[config.mk]
export PLATFORM = sky130hd
export DESIGN_NAME = stable_top_k_record_sorter
export DESIGN_NICKNAME = d
export VERILOG_FILES = /design/src/rtl/stks_pkg.sv /design/src/rtl/stable_top_k_record_sorter.sv /design/src/rtl/stks_datapath.sv /design/src/rtl/stks_ctrl.sv
export VERILOG_INCLUDE_DIRS = /design/src /design/src/rtl
export SDC_FILE = /design/constraint.sdc
export NUM_CORES = 1
export LEC_CHECK = 0
export BUFFER_PORTS_ARGS = -buffer_cell sky130_fd_sc_hd__clkbuf_2
export CAP_MARGIN = 20
export CORE_MARGIN = 2
export CORE_UTILIZATION = 50
export DETAILED_ROUTE_END_ITERATION = 8
export PLACE_DENSITY_LB_ADDON = 0.08
export RECOVER_POWER = 25
export SLEW_MARGIN = 15
export SYNTH_ARGS = -nofsm -noshare
export SYNTH_HDL_FRONTEND = slang
export SYNTH_SLANG_ARGS = --single-unit
[constraint.sdc]
create_clock -name aclk -period 13.95 [get_ports aclk]
set_input_delay 1.395 -clock aclk [delete_from_list [all_inputs] [get_ports aclk]]
set_output_delay 1.395 -clock aclk [all_outputs]
set_load 0.01 [all_outputs]
[src/rtl/stable_top_k_record_sorter_macros.svh]
// Assertion helpers used by the sorter top level.
`ifndef STABLE_TOP_K_RECORD_SORTER_MACROS_SVH
`define STABLE_TOP_K_RECORD_SORTER_MACROS_SVH

// Check a property on every rising edge, masked while reset is low.
`define STKS_ASSERT(name, clk, rstn, prop, msg) \
    name: assert property (@(posedge clk) disable iff (!(rstn)) (prop)) \
        else $error(msg);

// Check a property on every rising edge, reset included.
`define STKS_ASSERT_ALWAYS(name, clk, prop, msg) \
    name: assert property (@(posedge clk) (prop)) else $error(msg);

`endif

[src/rtl/stks_pkg.sv]
`default_nettype none

package stks_pkg;

    // Number of records kept per batch.
    localparam int KEEP   = 6;
    // Fill count holds 0..KEEP, read index holds 0..KEEP-1.
    localparam int CNT_W  = $clog2(KEEP + 1);
    localparam int IDX_W  = (KEEP > 1) ? $clog2(KEEP) : 1;
    localparam int RANK_W = 6;

    typedef struct packed {
        logic signed [31:0] key_value;
        logic        [15:0] payload_value;
        logic        [63:0] name_code;
        logic               batch_end;
    } in_t;

    typedef struct packed {
        logic [RANK_W-1:0]  rank_index;
        logic signed [31:0] out_key;
        logic        [15:0] out_payload;
        logic        [63:0] out_name;
        logic               final_result;
    } out_t;

    // Controller to datapath.
    typedef struct packed {
        logic insert;
        logic advance;
        logic clear;
    } cmd_t;

    // Datapath to controller.
    typedef struct packed {
        logic             rd_last;
        logic [CNT_W-1:0] count;
    } status_t;

endpackage

`default_nettype wire

[src/rtl/stable_top_k_record_sorter.sv]
// Stable top-k record sorter.
// Input channel s_valid/s_ready/s_data carries one record per beat: a signed
// key, a payload, a packed name tag and a batch_end mark. The block keeps the
// best KEEP records in descending key order; equal keys stay in arrival order.
// Loading: each beat compares against all kept entries in parallel and
// shifts the list in the same cycle.
// After the beat that carries batch_end, s_ready drops and the kept list
// drains on m_valid/m_ready/m_data, best first, one result per cycle while
// m_ready is high; final_result marks the last one. The first result is
// valid the cycle after the batch_end beat. When the final result is taken
// the list is emptied and s_ready rises again in the next cycle.
// A batch of N records therefore drains min(N, KEEP) results. A stall on
// m_ready holds the current result; no input is taken until the drain
// ends.
// Reset (aresetn low, synchronous) empties the list and returns to loading.
`default_nettype none

module stable_top_k_record_sorter import stks_pkg::*; (
    input  wire logic aclk,
    input  wire logic aresetn,
    input  wire logic s_valid,
    output logic      s_ready,
    input  wire in_t  s_data,
    output logic      m_valid,
    input  wire logic m_ready,
    output out_t      m_data
);

`include "stable_top_k_record_sorter_macros.svh"

    cmd_t    cmd;
    status_t status;

    stks_ctrl u_ctrl (
        .aclk        (aclk),
        .aresetn     (aresetn),
        .s_valid     (s_valid),
        .s_batch_end (s_data.batch_end),
        .s_ready     (s_ready),
        .m_valid     (m_valid),
        .m_ready     (m_ready),
        .status      (status),
        .cmd         (cmd)
    );

    stks_datapath u_datapath (
        .aclk     (aclk),
        .aresetn  (aresetn),
        .cmd      (cmd),
        .in_data  (s_data),
        .out_data (m_data),
        .status   (status)
    );

    // Fill count never passes the list depth.
    `STKS_ASSERT(a_count_bound, aclk, aresetn, status.count <= CNT_W'(KEEP), "count over KEEP")
    // A batch_end beat starts the drain.
    `STKS_ASSERT(a_end_drains, aclk, aresetn, (s_valid && s_ready && s_data.batch_end) |=> m_valid, "no drain after batch end")
    // Taking the final result empties the list.
    `STKS_ASSERT(a_final_clears, aclk, aresetn, (m_valid && m_ready && m_data.final_result) |=> (status.count == '0 && !m_valid), "list not cleared")
    // Never load and drain at once.
    `STKS_ASSERT(a_excl, aclk, aresetn, !(m_valid && s_ready), "load and drain overlap")
    // Reset leaves no result pending.
    `STKS_ASSERT_ALWAYS(a_reset_idle, aclk, !aresetn |=> (!m_valid && status.count == '0), "reset not idle")

endmodule

`default_nettype wire

[src/rtl/stks_datapath.sv]
`default_nettype none

module stks_datapath import stks_pkg::*; (
    input  wire logic    aclk,
    input  wire logic    aresetn,
    input  wire cmd_t    cmd,
    input  wire in_t     in_data,
    output out_t         out_data,
    output status_t      status
);

    logic signed [31:0] key_reg     [KEEP];
    logic        [15:0] payload_reg [KEEP];
    logic        [63:0] name_reg    [KEEP];
    logic [CNT_W-1:0]   count_reg;
    logic [CNT_W-1:0]   count_next;
    logic [IDX_W-1:0]   rd_idx_reg;
    logic [IDX_W-1:0]   rd_idx_next;
    logic [KEEP-1:0]    ge;
    logic [KEEP-1:0]    prev_ge;
    logic               rd_last;

    // Flag kept entries that rank at or above the incoming record.
    always_comb begin
        for (int i = 0; i < KEEP; i++) begin
            ge[i] = (CNT_W'(i) < count_reg) &&
                    ($signed(key_reg[i]) >= $signed(in_data.key_value));
        end
        prev_ge[0] = 1'b1;
        for (int i = 1; i < KEEP; i++) begin
            prev_ge[i] = ge[i-1];
        end
    end

    // Insert: keep entries ahead, place the record at the first slot below
    // them, shift the rest down by one; the last entry falls off when full.
    // The head slot never shifts, so its source index is pinned in range.
    always_ff @(posedge aclk) begin
        if (cmd.insert) begin
            for (int i = 0; i < KEEP; i++) begin
                if (!ge[i]) begin
                    if (prev_ge[i]) begin
                        key_reg[i]     <= in_data.key_value;
                        payload_reg[i] <= in_data.payload_value;
                        name_reg[i]    <= in_data.name_code;
                    end else begin
                        key_reg[i]     <= key_reg[(i > 0) ? i - 1 : 0];
                        payload_reg[i] <= payload_reg[(i > 0) ? i - 1 : 0];
                        name_reg[i]    <= name_reg[(i > 0) ? i - 1 : 0];
                    end
                end
            end
        end
    end

    // Advance the fill count and the drain index.
    always_comb begin
        count_next  = count_reg;
        rd_idx_next = rd_idx_reg;
        if (cmd.clear) begin
            count_next  = '0;
            rd_idx_next = '0;
        end else begin
            if (cmd.insert && (count_reg != CNT_W'(KEEP))) begin
                count_next = count_reg + CNT_W'(1);
            end
            if (cmd.advance) begin
                rd_idx_next = rd_idx_reg + IDX_W'(1);
            end
        end
    end

    always_ff @(posedge aclk) begin
        if (!aresetn) begin
            count_reg  <= '0;
            rd_idx_reg <= '0;
        end else begin
            count_reg  <= count_next;
            rd_idx_reg <= rd_idx_next;
        end
    end

    assign rd_last = ((CNT_W'(rd_idx_reg) + CNT_W'(1)) == count_reg);

    // Present the entry at the drain index.
    assign out_data.rank_index   = RANK_W'(rd_idx_reg);
    assign out_data.out_key      = key_reg[rd_idx_reg];
    assign out_data.out_payload  = payload_reg[rd_idx_reg];
    assign out_data.out_name     = name_reg[rd_idx_reg];
    assign out_data.final_result = rd_last;

    assign status.rd_last = rd_last;
    assign status.count   = count_reg;

endmodule

`default_nettype wire

[src/rtl/stks_ctrl.sv]
`default_nettype none

module stks_ctrl import stks_pkg::*; (
    input  wire logic    aclk,
    input  wire logic    aresetn,
    input  wire logic    s_valid,
    input  wire logic    s_batch_end,
    output logic         s_ready,
    output logic         m_valid,
    input  wire logic    m_ready,
    input  wire status_t status,
    output cmd_t         cmd
);

    localparam logic [0:0] ST_LOAD  = 1'b0;
    localparam logic [0:0] ST_DRAIN = 1'b1;

    logic [0:0] state_reg;
    logic [0:0] state_next;
    logic       s_beat;
    logic       m_beat;

    assign s_ready = (state_reg == ST_LOAD);
    assign m_valid = (state_reg == ST_DRAIN);
    assign s_beat  = s_valid && s_ready;
    assign m_beat  = m_valid && m_ready;

    // Issue datapath commands.
    assign cmd.insert  = s_beat;
    assign cmd.advance = m_beat;
    assign cmd.clear   = m_beat && status.rd_last;

    // Load records until the batch end, then drain the list.
    always_comb begin
        state_next = state_reg;
        unique case (state_reg)
            ST_LOAD: begin
                if (s_beat && s_batch_end) begin
                    state_next = ST_DRAIN;
                end
            end
            ST_DRAIN: begin
                if (m_beat && status.rd_last) begin
                    state_next = ST_LOAD;
                end
            end
            default: state_next = ST_LOAD;
        endcase
    end

    always_ff @(posedge aclk) begin
        if (!aresetn) begin
            state_reg <= ST_LOAD;
        end else begin
            state_reg <= state_next;
        end
    end

endmodule

`default_nettype wire
==> flow_summary.json <==
{
  "cts_htree_levels": 3,
  "syn_inst": 2404,
  "grt_pass1_vias": 23100,
  "fin_nets": 2941,
  "clk_pin_slew_ns": 0.06,
  "r2r-start": "u_datapath.key_reg[3][27]",
  "syn_avg_cell_area_um2": 15.4,
  "die_h_um": 276,
  "worstPathCellList": "clkbuf_1 > inv_1 > ha_1 > and4_1 > nor4b_1 > a31oi_1 > a31oi_1 > o21ai_0 > buf_12 > o211ai_4 > buf_16 > buf_4 > mux2_2",
  "clockBufferDepth": 3,
  "cts_buffers": 79,
  "p_int_w": 0.00426,
  "final_cell_mix": "672 x edfxtp_1, 240 x mux2_1, 240 x mux2_2",
  "largest_reg_flops": 384,
  "track_usage": 0.257,
  "cts-root-buf": "clkbuf_16",
  "synthToLayoutAreaGrowth_pct": 11.2,
  "fillerInstances": 5919,
  "cts_tree": "yes",
  "ctsResizeCount": 0,
  "synth_edf_count": 672,
  "drive_above_1_share": 0.253,
  "maxCapViolCount": 4,
  "power_frac_comb": 0.206,
  "maxSlewViolCount": 123,
  "final_common_cell": "edfxtp_1",
  "clock_sinks": 682,
  "hold_buffers": 0,
  "yosys_warnings": 0,
  "dp_hpwl_um": 59000,
  "start_util": 0.506,
  "drtIter0Drc": 1567,
  "pwr-share-clk": 0.323,
  "vias": 22300,
  "numPortBuffers": 234,
  "grt_remaining_overflow": 0,
  "routed_wl_um": 98200,
  "cts_setup_buffers": 0,
  "violations": "capacitance limit, slew limit",
  "ys_types": 61,
  "post-route-period-util": 0.430,
  "wl_per_cell_um": 26.9,
  "tightest_slew_ns": 3.34,
  "hp-start": "u_datapath.rd_idx_reg[1]",
  "grt_max_degree": 114,
  "fin_crit_ns": 5.99,
  "antenna_found_initial": 13,
  "worstPathArrival_ns": 6.36,
  "setup_viol_count_final": 0,
  "power_switching_w": 0.00168,
  "core_area_mm2": 0.0732,
  "p_leak_nw": 14.8,
  "p_seq_frac": 0.471,
  "setup-tns-final_ns": 0,
  "pin_count": 238,
  "detail_route.vias_per_cell": 6.12,
  "max_freq_mhz": 167,
  "cp_max_fo": 113,
  "rsz0062_at_grt": "false",
  "post-route-drc-count": 0,
  "clk_latency_ns": 0.63,
  "cellPowerDensity_mw_per_mm2": 144,
  "worstSetupEndpointType": "flip-flop",
  "critical_path_class": "primary input to flip-flop",
  "crit_top_cell": "a31oi_1",
  "final_hold_viol_count": 0,
  "gp_congestion": 0.923,
  "hold_path.class": "flip-flop to flip-flop",
  "synth-main-ff-cell": "edfxtp_1",
  "firstDrtPassIters": 5,
  "required_ns": 14.32,
  "peakVddDrop_mv": 0.0827,
  "switching_share": 0.282,
  "cp_slowest_cell": "buf_4",
  "dieArea_mm2": 0.0763,
  "slowest_delay_ns": 0.72,
  "finalPower_w": 0.00594,
  "ys_seq_area_frac": 0.550,
  "synthesis.area_mm2": 0.0370,
  "status": "finished, violations left",
  "final.setup_skew_ns": 0.0208,
  "rows": 99,
  "grt_pass1_wl_um": 149000,
  "ys_seq_elements": 682,
  "ant_nets": 0,
  "synth-async-reset-ratio": 0,
  "dieWidth_um": 276,
  "start_kind": "primary input",
  "slew_headroom": -1.23,
  "critPathLaunch": "s_data[108]"
}
## kinds of logic (layout without fill, tap and decap cells)
logic type               count (synthesis)  count (layout)  share of synthesized area
AO/OA/AOI/OAI                          286             286                     0.0454
flip-flops                             682             682                      0.550
multiplexers                           784             784                      0.277
other                                    1               7                   0.000101
AND/OR/NAND/NOR                        272             272                     0.0340
buffers and inverters                  176             458                     0.0260
adder cells (fa/ha/maj)                195             195                     0.0659
XOR/XNOR                                 8               8                    0.00189
## cell type report
type                       count  area (um2)  area share
sequential                   682       20400       0.495
antenna                        4        10.0    0.000243
timing repair buffer         271        1320      0.0321
multi-input combinational   1548       15800       0.383
clock inverter                34         200     0.00486
inverter                      47         176     0.00428
tap                          959        1200      0.0291
clock buffer                 106        2130      0.0517
## synthesized netlist by cell type (all sizes together) (5+ instances only)
| cell type | count | area share |
|---|---|---|
| xnor2 | 5 | 0.0012 |
| mux4 | 112 | 0.068 |
| dfxtp | 10 | 0.0054 |
| o21ai | 26 | 0.0035 |
| a211oi | 13 | 0.0028 |
| ha | 195 | 0.066 |
| o211ai | 10 | 0.0023 |
| buf | 92 | 0.017 |
| inv | 47 | 0.0048 |
| nand4 | 32 | 0.0054 |
| a21o | 19 | 0.0039 |
| and4 | 9 | 0.0021 |
| a21oi | 186 | 0.025 |
| edfxtp | 672 | 0.54 |
| nor3 | 8 | 0.0011 |
| nand2 | 36 | 0.0036 |
| nand3 | 24 | 0.0032 |
| mux2i | 112 | 0.030 |
| nor2 | 137 | 0.014 |
| nor2b | 10 | 0.0017 |
| clkbuf | 37 | 0.0037 |
| mux2 | 560 | 0.18 |
## per-stage QoR
stage | instances | instance area [um2] | hold WS, ns | util | setup WS, ns
after floorplan | 2406 | 37100 | 0.510 | - | 4.75
after global placement | 3506 | 39100 | 0.495 | 0.533 | 7.59
after detailed placement | 3506 | 39100 | 0.510 | 0.533 | 7.59
after CTS | 3646 | 41400 | 0.527 | 0.565 | 8.23
after global routing | 3649 | 41200 | 0.575 | 0.563 | 7.72
final | 3651 | 41200 | 0.532 | 0.563 | 7.96
## path summary, 6_finish.rpt
check | to | slack, ns | depth (start not counted)
worst max-delay path | u_datapath.payload_reg[4][1] | 7.96 | 13
worst min-delay path | flip-flop | 0.53 | 2
worst max register to register | u_datapath.payload_reg[4][1] | 8.82 | 11
worst min register to register | flip-flop | 0.53 | 2
## layer usage
layer / up-vias / global-route usage / part of all wire
met5: - / 0 / 0.0011
met4: 18 / 0.0614 / 0.017
met3: 133 / 0.0519 / 0.059
met2: 579 / 0.430 / 0.49
met1: 11600 / 0.345 / 0.43
li1: 10000 / - / -
## power by group through the flow
stage               Clock [W]  Combinational, W  Sequential [W]
floorplan                   0          0.000863         0.00279
global placement            0           0.00122         0.00282
detailed placement          0           0.00124         0.00284
CTS                   0.00197           0.00124         0.00279
global route          0.00205           0.00133         0.00283
finish                0.00192           0.00122         0.00280
## worst max-delay path, delay by kind of cell
kind | cells | cell delay, ns
buffers and inverters | 5 | 1.88
AOI/OAI and AO/OA | 4 | 1.21
adders and majority gates | 1 | 0.36
muxes | 1 | 0.41
and+or+nand+nor | 2 | 0.98
(Power assumes the default switching activity.)
